### config.mk
export PLATFORM = sky130hd
export DESIGN_NAME = imhq_ctrl
export DESIGN_NICKNAME = d
export VERILOG_FILES = /design/src/hdl/imhq_pkg.sv /design/src/hdl/imhq_ctrl.sv
export SDC_FILE = /design/constraint.sdc
export NUM_CORES = 1
export LEC_CHECK = 0
export BUFFER_PORTS_ARGS = -buffer_cell sky130_fd_sc_hd__buf_2
export CORE_AREA = 2 2 39 41
export DETAILED_ROUTE_END_ITERATION = 8
export DIE_AREA = 0 0 41 43
export PLACE_DENSITY_LB_ADDON = 0.1
export SYNTH_ARGS = -nofsm -noshare
export SYNTH_HDL_FRONTEND = slang
export SYNTH_SLANG_ARGS = --single-unit
### constraint.sdc
create_clock -name clk -period 1.51 [get_ports clk]
set_input_delay 0.0755 -clock clk [delete_from_list [all_inputs] [get_ports clk]]
set_output_delay 0.0755 -clock clk [all_outputs]
set_load 0.02 [all_outputs]
### src/hdl/imhq_pkg.sv
// Shared types and constants for the indexed min-heap queue.
package imhq_pkg;

    localparam int KEY_W  = 31;
    localparam int NODE_W = 6;
    localparam int NODE_COUNT = 64;
    localparam logic [KEY_W-1:0] KEY_MAX = 31'h7FFF_FFFF;

    localparam logic [1:0] CMD_INSERT   = 2'd0;
    localparam logic [1:0] CMD_DECREASE = 2'd1;
    localparam logic [1:0] CMD_POP      = 2'd2;

    localparam logic [1:0] ST_OK     = 2'd0;
    localparam logic [1:0] ST_FULL   = 2'd1;
    localparam logic [1:0] ST_EMPTY  = 2'd2;
    localparam logic [1:0] ST_REJECT = 2'd3;

    // Commands from the controller to the datapath.
    typedef struct packed {
        logic latch;      // capture the request fields and the node map entry
        logic rd_map;     // read the mapped slot, or slot zero and the last slot for a pop
        logic rd_top;     // set the status and the popped fields
        logic do_insert;  // write new entry at the tail
        logic do_update;  // write lowered key at the mapped slot
        logic do_pop;     // move last entry to the root
        logic rd_up;      // read the parent of the current slot
        logic swap_up;    // swap current slot with its parent
        logic rd_down;    // read both children of the current slot
        logic swap_down;  // swap current slot with the chosen child
        logic finish;     // emit the result
    } imhq_cmd_t;

    // Status from the datapath to the controller.
    typedef struct packed {
        logic [1:0] command;
        logic       present;
        logic       full;
        logic       empty;
        logic       lower;
        logic       at_root;
        logic       up_swap;
        logic       down_swap;
    } imhq_stat_t;

endpackage

### src/hdl/imhq_ctrl.sv
// Controller state machine for the indexed min-heap queue.
module imhq_ctrl
    import imhq_pkg::*;
(
    input  logic       clk,
    input  logic       rst_n,
    input  logic       start,
    output logic       busy,
    input  imhq_stat_t stat,
    output imhq_cmd_t  cmd
);

    typedef enum logic [3:0] {
        S_IDLE, S_MAP, S_DECIDE, S_UP_RD, S_UP_CHK, S_DN_RD, S_DN_CHK, S_DONE
    } state_t;

    state_t state_reg;

    assign busy = (state_reg != S_IDLE);

    always_comb
    begin
        cmd = '0;
        unique case (state_reg)
            S_IDLE:   cmd.latch = start;
            S_MAP:    cmd.rd_map = 1'b1;
            S_DECIDE:
            begin
                cmd.rd_top = 1'b1;
                unique case (stat.command)
                    CMD_INSERT:   cmd.do_insert = stat.present ? 1'b0 : !stat.full;
                    CMD_DECREASE: cmd.do_update = stat.present && stat.lower;
                    CMD_POP:      cmd.do_pop = !stat.empty;
                    default:      cmd.do_pop = 1'b0;
                endcase
            end
            S_UP_RD:  cmd.rd_up = 1'b1;
            S_UP_CHK: cmd.swap_up = stat.up_swap;
            S_DN_RD:  cmd.rd_down = 1'b1;
            S_DN_CHK: cmd.swap_down = stat.down_swap;
            S_DONE:   cmd.finish = 1'b1;
            default:  cmd = '0;
        endcase
    end

    always_ff @(posedge clk or negedge rst_n)
    begin
        if (!rst_n)
        begin
            state_reg <= S_IDLE;
        end
        else
        begin
            unique case (state_reg)
                S_IDLE:   if (start) state_reg <= S_MAP;
                S_MAP:    state_reg <= S_DECIDE;
                S_DECIDE:
                begin
                    if (cmd.do_insert || cmd.do_update)
                        state_reg <= S_UP_RD;
                    else if (cmd.do_pop)
                        state_reg <= S_DN_RD;
                    else
                        state_reg <= S_DONE;
                end
                S_UP_RD:  state_reg <= stat.at_root ? S_DONE : S_UP_CHK;
                S_UP_CHK: state_reg <= stat.up_swap ? S_UP_RD : S_DONE;
                S_DN_RD:  state_reg <= S_DN_CHK;
                S_DN_CHK: state_reg <= stat.down_swap ? S_DN_RD : S_DONE;
                S_DONE:   state_reg <= S_IDLE;
                default:  state_reg <= S_IDLE;
            endcase
        end
    end

endmodule

# Word level (Yosys, flattened, before mapping)
# Index checks and enable logic that the tools add are counted.
[op_classes]
n_mux = 19
eq_ne = 10
reduce_logical = 7
[ops]
columns = ["cell", "n"]
rows = [
  ["$pmux W4 S7", 1],
  ["$eq A4 B3 Y1 const B", 4],
  ["$mux W1", 11],
  ["$eq A4 B2 Y1 const B", 2],
  ["$mux W4", 2],
  ["$mux W2", 3],
  ["$mux W3", 2],
  ["$eq A4 B1 Y1 const B", 1],
  ["$logic_not A4 Y1", 1],
  ["$reduce_bool A4 Y1", 1],
  ["$eq A2 B1 Y1 const B", 1],
  ["$eq A2 B2 Y1 const B", 1],
  ["$logic_not A1 Y1", 2],
  ["$logic_not A2 Y1", 1],
  ["$ne A2 B2 Y1 const B", 1],
  ["$logic_and A1 B1 Y1", 1],
  ["$logic_or A1 B1 Y1", 1],
]
[totals]
in_bits = 12
reg_bits = 4
output_inout_bits = 12
elab_cells = 37

# Depth between registers and ports, before layout
# Gate-level depths: netlist of run 1.
[logic_depth]
ltp_word = 7
ltp_mapped = 4
depth_no_buf = 3

# Worst setup path after synthesis of run 1
# Ideal clock, no wire load.
[synth_timing]
path_type = "register to output"
start = "reg state_reg[2]"
end = "out cmd[6] (netlist name)"
t_arrival_ns = 1.212
required_time_ns = 1.434
stages_incl_launch_ff = 5
path_slack_ns = 0.223
n_path_buf = 1
path_cell_list = "dfrtp_1 -> buf_6 -> nor2_4 -> nand2_1 -> nor3_1"
[synth_lines]
columns = ["element", "line", "source"]
rows = [
  ["start, declared", "imhq_ctrl.sv:17", "state_t state_reg;"],
  ["start signal, assigned", "imhq_ctrl.sv:66", "S_UP_RD: state_reg <= stat.at_root ? S_DONE : S_UP_CHK;"],
  ["start signal, assigned", "imhq_ctrl.sv:67", "S_UP_CHK: state_reg <= stat.up_swap ? S_UP_RD : S_DONE;"],
  ["start signal, assigned", "imhq_ctrl.sv:69", "S_DN_CHK: state_reg <= stat.down_swap ? S_DN_RD : S_DONE;"],
  ["end, declared", "imhq_ctrl.sv:10", "output imhq_cmd_t cmd"],
]

==> results.cfg, run 1 <==
[pwr]
leakagePower_nw = 0.2465
powerDensity_mw_per_mm2 = 1863
irDropWorstVdd_mv = 0.5704
finalPower_uw = 866.9

[sta]
fmax_mhz = 715.5
fin_crit_sh_pct = 92.56
final.min_clock_period_ps = 1398
setup_viol = 0
slew_headroom_pct = 77.74
maxSlewViolCount = 0
clock-skew-final_ps = 1.443
hold_viol = 0
worst_pin_slew_ps = 334.0
tns_ps = 0
holdWs_ps = 156.0
rsz0062_at_grt = no

[clock_network]
cts.clk_slew.worst_paths_ps = 40
cts.sinks = 3
cts_root_buf = clkbuf_4
clk_latency_ps = 230
cts_tree = done
htree_levels = 1
cts-buffers-inserted = 3
clk_path_buf_depth = 2

[routing]
final_antenna_net_count = 0
avgViaCountPerCell = 4.392
drtIter0Drc = 3
drt_first_pass_iters = 2
wl_per_cell_um = 10.33
wl_um = 816
drcViolationCount = 0
vias = 347

[logic_synthesis]
synth_top_cell_area_share_pct = 23.90
syn_avg_cell_area_um2 = 8.488
async_flop_share_pct = 100.0
yosys-top-cells-area = dfrtp_1 24%, buf_6 7.2%, nor2_1 4.8%
syn-cell-area_um2 = 314.1
syn_inst = 37
yosysTopAreaCell = dfrtp_1
synth_nets = 49
synth_top_cells_by_count = 4 x nor2_1, 3 x dfrtp_1
yosysMostFrequentCell = nor2_1
ys_ff_latch = 3
synth_edf_count = 0
yosysUniqueCellTypes = 26
synth_seq_area_share_pct = 23.90
synth_ff_type = dfrtp_1
yosysWarnings = 0

[flow_run]
cap_violations = 0

[worst_setup_path]
crit_fanout = 10
r2r_slack_ps = 360
critPathRequiredTime_ps = 1430
crit_path_end_kind = output port
worstReg2RegStart = state_reg[1]
crit_path_start = state_reg[0]
setup.worst_path.end = cmd[6]
arrival_ps = 1320
crit_type = reg -> out
start_kind = flip-flop
ff2ff_path_depth = 3
timing.rr.end = state_reg[2]

[final_layout]
n_fill_cell = 153
final_layout_size_suffix_gt1_share_pct = 60.32
num_antenna_cells = 0
largest_register_ff_count = 3
final_nets = 76
final_area_um2 = 465.4
utilization_pct = 33.63
syn2layout_area_growth_pct = 48.21

[min_path]
hold_class = in -> async

[floorplan]
rows = 14
dieArea_mm2 = 0.001763
io_pins = 24
core_mm2 = 0.001384
die_w_um = 41
die_h_um = 43
start_util_pct = 22.69

[global_routing]
grt_pass1_vias = 310
grt-ovfl-total = 0
grt_pass1_wl_um = 1311
antenna_found_initial = 0
grt_usage_pct = 11.58
grt_max_degree = 12

[status]
status = finished clean

[placement]
dpl-instance-area_um2 = 419.2
numPortBuffers = 23
place.gp.congestion = 0.6290
post-dp-hpwl_um = 618.8
cell type report:
class	instances	area [um^2]	area share (%)
Multi-Input combinational cell	28	197.7	42.47
Clock buffer	4	26.28	5.645
Inverter	3	11.26	2.419
Tap cell	16	20.02	4.301
Timing Repair Buffer	25	132.6	28.49
Sequential cell	3	77.57	16.67
critical path, stage by stage, from the launching register on:
cell and delay (ps):
dfrtp_2 470, nor2_4 160, nand2_1 100, nor3_1 180, buf_2 190
stage by stage:
step,worst slack [ps],cells
floorplan,222.9,37
global placement,275.9,73
detailed placement,277.8,73
CTS,12.39,78
global route,8.222,79
finish,112.4,79
worst min-delay path by stage:
stage,to,slack (ps),cells past startpoint
finish,state_reg[2],160,2
floorplan,state_reg[0],-220,0
global placement,state_reg[0],-130,1
global route,state_reg[2],180,2
CTS,state_reg[1],140,2
detailed placement,state_reg[1],-130,1
power breakdown:
part | switching (mW) | leakage [nW] | internal [mW] | total [mW]
logic | 0.258 | 0.200 | 0.226 | 0.483
clock network | 0.0382 | 0.0150 | 0.0988 | 0.137
registers | 0.118 | 0.0317 | 0.129 | 0.246
total | 0.414 | 0.247 | 0.453 | 0.867
cell usage in the layout (no fill, tap or decap), types with 2 or more instances in the layout:
| cell | n |
|---|---|
| dfrtp_2 | 2 |
| inv_1 | 2 |
| buf_2 | 23 |
| nor2_1 | 4 |
| clkbuf_4 | 3 |
| nor3_1 | 2 |
| nor3b_1 | 2 |
| nand2_1 | 2 |
| and3_1 | 2 |
logic make-up (layout without fill, tap and decap cells):
family | after synthesis | in the layout | share of synthesized area [%]
AND/OR/NAND/NOR | 21 | 21 | 45.02
AO/OA/AOI/OAI | 7 | 7 | 17.93
buffers and inverters | 6 | 32 | 13.15
flip-flops | 3 | 3 | 23.90
layer usage:
layer	GRT usage (%)	up-vias	wire length, um
met3	4.712	0	53
li1	-	184	-
met5	0	-	0
met4	8.000	0	0
met2	15.31	16	390
met1	14.61	147	372
repair_timing:
| action | 4_1_cts | 5_1_grt |
|---|---|---|
| buffers inserted | 0 | 1 |
| hold buffers | 1 | 0 |
| endpoints found under the setup margin | 0 | 2 |
| hold endpoints to repair | 3 | 0 |
| resized for setup | 0 | 2 |
Note: power is estimated with default switching activity, not from simulation.
==> inputs of run 2 (changes only) <==
- CTS_BUF_LIST: not set -> sky130_fd_sc_hd__clkbuf_16
==> run 2 against run 1 <==
Against the previous run:
- first-iteration DRC count rose by 67%
- final area grew 11%
- count of clock-buffer cells in the layout down 1
- global-route usage shrank 0.31 points
- total power increased by 30%
- critical path depth stayed put
- combinational power is 0.8% lower
- non-clock buffer count unchanged
- sequential power about the same
- cell count unchanged
==> results.cfg, run 2 (synthesized netlist as in run 1, its figures left out) <==
[routing]
final_antenna_net_count = 0
drtIter0Drc = 5
drcViolationCount = 0
drt_first_pass_iters = 3
wl_um = 807
avgViaCountPerCell = 4.418
vias = 349
wl_per_cell_um = 10.22

[final_layout]
utilization_pct = 37.43
final_cell_mix = 23 x buf_2, 4 x nor2_1, 3 x inv_1, 3 x clkbuf_16
final_common_cell = buf_2
num_antenna_cells = 0
largest_register_ff_count = 3
n_fill_cell = 145
syn2layout_area_growth_pct = 64.94
final_layout_size_suffix_gt1_share_pct = 60.32
final_nets = 76

[floorplan]
die_w_um = 41
rows = 14
dieArea_mm2 = 0.001763
core_mm2 = 0.001384
start_util_pct = 22.69
io_pins = 24
die_h_um = 43

[worst_setup_path]
crit_family = flip-flops
critPathRequiredTime_ps = 1430
cpPeakStageDelay_ps = 460
start_kind = flip-flop
worstReg2RegStart = state_reg[1]
crit_path_start = state_reg[0]
arrival_ps = 1310
cp_cell_sequence = nor2_4, nand2_1, nor3_1, buf_2
slowest_stage = dfrtp_2
critPathBufInv = 1
crit_path_end_kind = output port
crit_fanout = 10
crit_type = reg -> out

[clock_network]
cts.sinks = 3
clk_path_buf_depth = 2
htree_levels = 1
cts_root_buf = clkbuf_16
cts.clk_slew.worst_paths_ps = 30
cts-buffers-inserted = 3
cts_tree = done
clk_latency_ps = 220

[flow_run]
cap_violations = 0

[global_routing]
grt_pass1_vias = 321
grt_usage_pct = 11.27
grt_pass1_wl_um = 1311
grt-ovfl-total = 0
grt_max_degree = 12
antenna_found_initial = 0

[status]
status = finished clean

[pwr]
powerDensity_mw_per_mm2 = 2184
irDropWorstVdd_mv = 0.9703
leakagePower_nw = 0.2739

[sta]
final.min_clock_period_ps = 1382
fin_crit_sh_pct = 91.55
fmax_mhz = 723.4
hold_viol = 0
maxSlewViolCount = 0
holdWs_ps = 149.2
clock-skew-final_ps = 1.121
rsz0062_at_grt = no
tns_ps = 0
worst_pin_slew_ps = 336.8
slew_headroom_pct = 77.55
setup_viol = 0

[placement]
post-dp-hpwl_um = 618.8
place.gp.congestion = 0.6290
numPortBuffers = 23

[min_path]
hold_class = in -> reg
hold_start = stat[2]
==> run 2: changes by cell type in the layout (fill, tap and decap cells not counted), sizes merged <==
cell	delta
clkbuf	-1
inv	+1
==> run 2: repair_timing <==
| item | 4_1_cts | 5_1_grt |
|---|---|---|
| endpoints found under the setup margin | 0 | 2 |
| resized for setup | 0 | 2 |
| hold buffers | 1 | 0 |
| buffers inserted | 0 | 1 |
| hold endpoints to repair | 3 | 0 |
==> run 2: routing by layer <==
metal | global-route usage, % | share of wire [%] | vias to the layer above
met5 | 0 | 0 | -
met4 | 6.000 | 0 | 0
met3 | 4.712 | 6.7 | 0
met2 | 15.00 | 47 | 16
met1 | 14.89 | 46 | 150
li1 | - | - | 183
==> run 2: final timing paths <==
check                      cells past startpoint           end  slack, ps
hold reg to reg                                1  state_reg[0]        610
setup / recovery                               4        cmd[6]        130
min in group asynchronous                      2  state_reg[2]        180
setup reg to reg                               3  state_reg[2]        360
max in group asynchronous                      2  state_reg[0]       1210
hold / removal                                 2  state_reg[1]        150
==> run 2: final cells by class <==
class	count	area [um^2]	share of cell area, %
clock inverter	1	3.754	0.7246
timing repair buffer	25	132.6	25.60
clock buffer	3	75.07	14.49
multi-input combinational	28	197.7	38.16
inverter	3	11.26	2.174
sequential	3	77.57	14.98
tap	16	20.02	3.865
==> run 2: metrics by stage <==
step | area [um^2] | instances | total power, mW | setup WS [ps]
after floorplan | 314.1 | 37 | 0.6301 | 222.9
after global placement | 419.2 | 73 | 0.7081 | 275.9
after detailed placement | 419.2 | 73 | 0.7051 | 277.8
after CTS | 508.0 | 78 | 1.119 | 37.17
after global routing | 518.0 | 79 | 1.209 | 22.50
final | 518.0 | 79 | 1.131 | 127.6
==> run 2: power by group <==
| group | internal (mW) | switching [mW] |
|---|---|---|
| sequential | 0.129 | 0.116 |
| combinational | 0.225 | 0.254 |
| clock | 0.341 | 0.0663 |
==> inputs of run 3 (changes only) <==
==> constraint.sdc (replaced) <==
create_clock -name clk -period 1.51 [get_ports clk]
set_input_delay 0.302 -clock clk [delete_from_list [all_inputs] [get_ports clk]]
set_output_delay 0.302 -clock clk [all_outputs]
set_load 0.02 [all_outputs]
==> run 3 against run 2 <==
Against the previous run:
- highest routed layer unchanged
- flip-flop and latch count unchanged
- critical path type unchanged
- maximum frequency decreased by 8.1%
- die area unchanged
- global-route usage decreased by 0.20 points
- clock skew decreased by 1.0 ps
==> results.cfg, run 3 (synthesized netlist as in run 1, its figures left out) <==
[worst_setup_path]
crit_fanout = 5
arrival_ps = 1200
cpPeakStageDelay_ps = 430
critPathRequiredTime_ps = 1210
cp_cell_sequence = nor2_4, nand2_1, nor3_1, buf_2
start_kind = flip-flop
slowest_stage = dfrtp_2
crit_path_end_kind = output port
crit_type = reg -> out

[global_routing]
grt_pass1_vias = 335
grt_max_degree = 12
grt-ovfl-total = 0
grt_usage_pct = 11.07
grt_pass1_wl_um = 1297
antenna_found_initial = 0

[final_layout]
utilization_pct = 40.42
final_common_cell = buf_2
num_antenna_cells = 0
largest_register_ff_count = 3
final_layout_size_suffix_gt1_share_pct = 65.15
final_cell_mix = 18 x buf_2, 9 x buf_4, 4 x nor2_1
syn2layout_area_growth_pct = 78.09
final_nets = 79
n_fill_cell = 143

[clock_network]
cts.sinks = 3
clk_path_buf_depth = 2
cts_tree = done
cts-buffers-inserted = 3
clk_latency_ps = 220
cts_root_buf = clkbuf_16
htree_levels = 1
cts.clk_slew.worst_paths_ps = 30

[sta]
maxSlewViolCount = 0
fin_crit_sh_pct = 99.57
worst_slack_ps = 6.422
slew_headroom_pct = 81.94
hold_viol = 0
clock-skew-final_ps = 0.1214
final.min_clock_period_ps = 1504
setup_viol = 0
worst_pin_slew_ps = 270.3
rsz0062_at_grt = yes
tns_ps = 0
fmax_mhz = 665.1

[placement]
numPortBuffers = 23
dp_slack_ps = 80.03
place.gp.congestion = 0.6201
post-dp-hpwl_um = 608.9

[pwr]
leakagePower_nw = 0.2873
powerDensity_mw_per_mm2 = 2156
irDropWorstVdd_mv = 0.8988
finalPower_mw = 1.206

[floorplan]
die_w_um = 41
core_mm2 = 0.001384
rows = 14
start_util_pct = 22.69
io_pins = 24
dieArea_mm2 = 0.001763
die_h_um = 43

[routing]
avgViaCountPerCell = 4.415
drtIter0Drc = 1
wl_per_cell_um = 9.927
drt_first_pass_iters = 2
drcViolationCount = 0
vias = 362
wl_um = 814
final_antenna_net_count = 0

[status]
status = finished clean

[flow_run]
cap_violations = 0

[min_path]
hold_class = in -> reg
## run 3: routing by layer
layer  vias to the layer above  track usage [%]  share of wire (%)
met5                         -                0                  0
met4                         0            10.00                  0
met3                         0            1.571                6.6
met2                        16            15.94                 50
met1                       157            13.27                 43
li1                        189                -                  -
## run 3: timing repair
item / in CTS / in global routing
endpoints found under the hold margin: 3 / 0
pin swaps: 2 / 0
setup buffers: 2 / 0
gates resized for setup: 5 / 4
endpoints found under the setup margin: 7 / 7
hold buffers: 1 / 0
## run 3: per-stage QoR
| step | instance area, um^2 | hold WS [ps] | std cells |
|---|---|---|---|
| final | 559.3 | 362.4 | 82 |
| after global routing | 559.3 | 393.9 | 82 |
| after CTS | 546.8 | 371.3 | 82 |
| after detailed placement | 434.2 | 98.94 | 75 |
| after global placement | 434.2 | 99.30 | 75 |
| after floorplan | 314.1 | 6.409 | 37 |
## run 3: area by class of cell
cell class	count	area, um^2	area share (%)
Multi-Input combinational cell	28	202.7	36.24
Timing Repair Buffer	28	167.7	29.98
Sequential cell	3	78.83	14.09
Clock buffer	3	75.07	13.42
Tap cell	16	20.02	3.579
Inverter	3	11.26	2.013
Clock inverter	1	3.754	0.6711
## run 3: final timing paths
path,start,to,slack [ps],depth (start not counted)
min in group asynchronous,rst_n,state_reg[1],400,2
max in group asynchronous,rst_n,state_reg[0],990,2
setup reg to reg,state_reg[2],state_reg[2],350,4
hold / removal,start,state_reg[0],360,3
setup / recovery,state_reg[2],cmd[7],6,4
hold reg to reg,state_reg[1],state_reg[0],630,1
## run 3: critical path, delay by kind of cell, from the launching register on
family                 cells  cell delay (ps)
buffers and inverters      1              190
DFF                        1              430
and+or+nand+nor            3              360
## run 3: report_power, final
group          total (mW)  internal [mW]  switching [mW]
combinational       0.572          0.285           0.287
sequential          0.223          0.132          0.0912
clock               0.411          0.341          0.0696
total                1.21          0.758           0.448
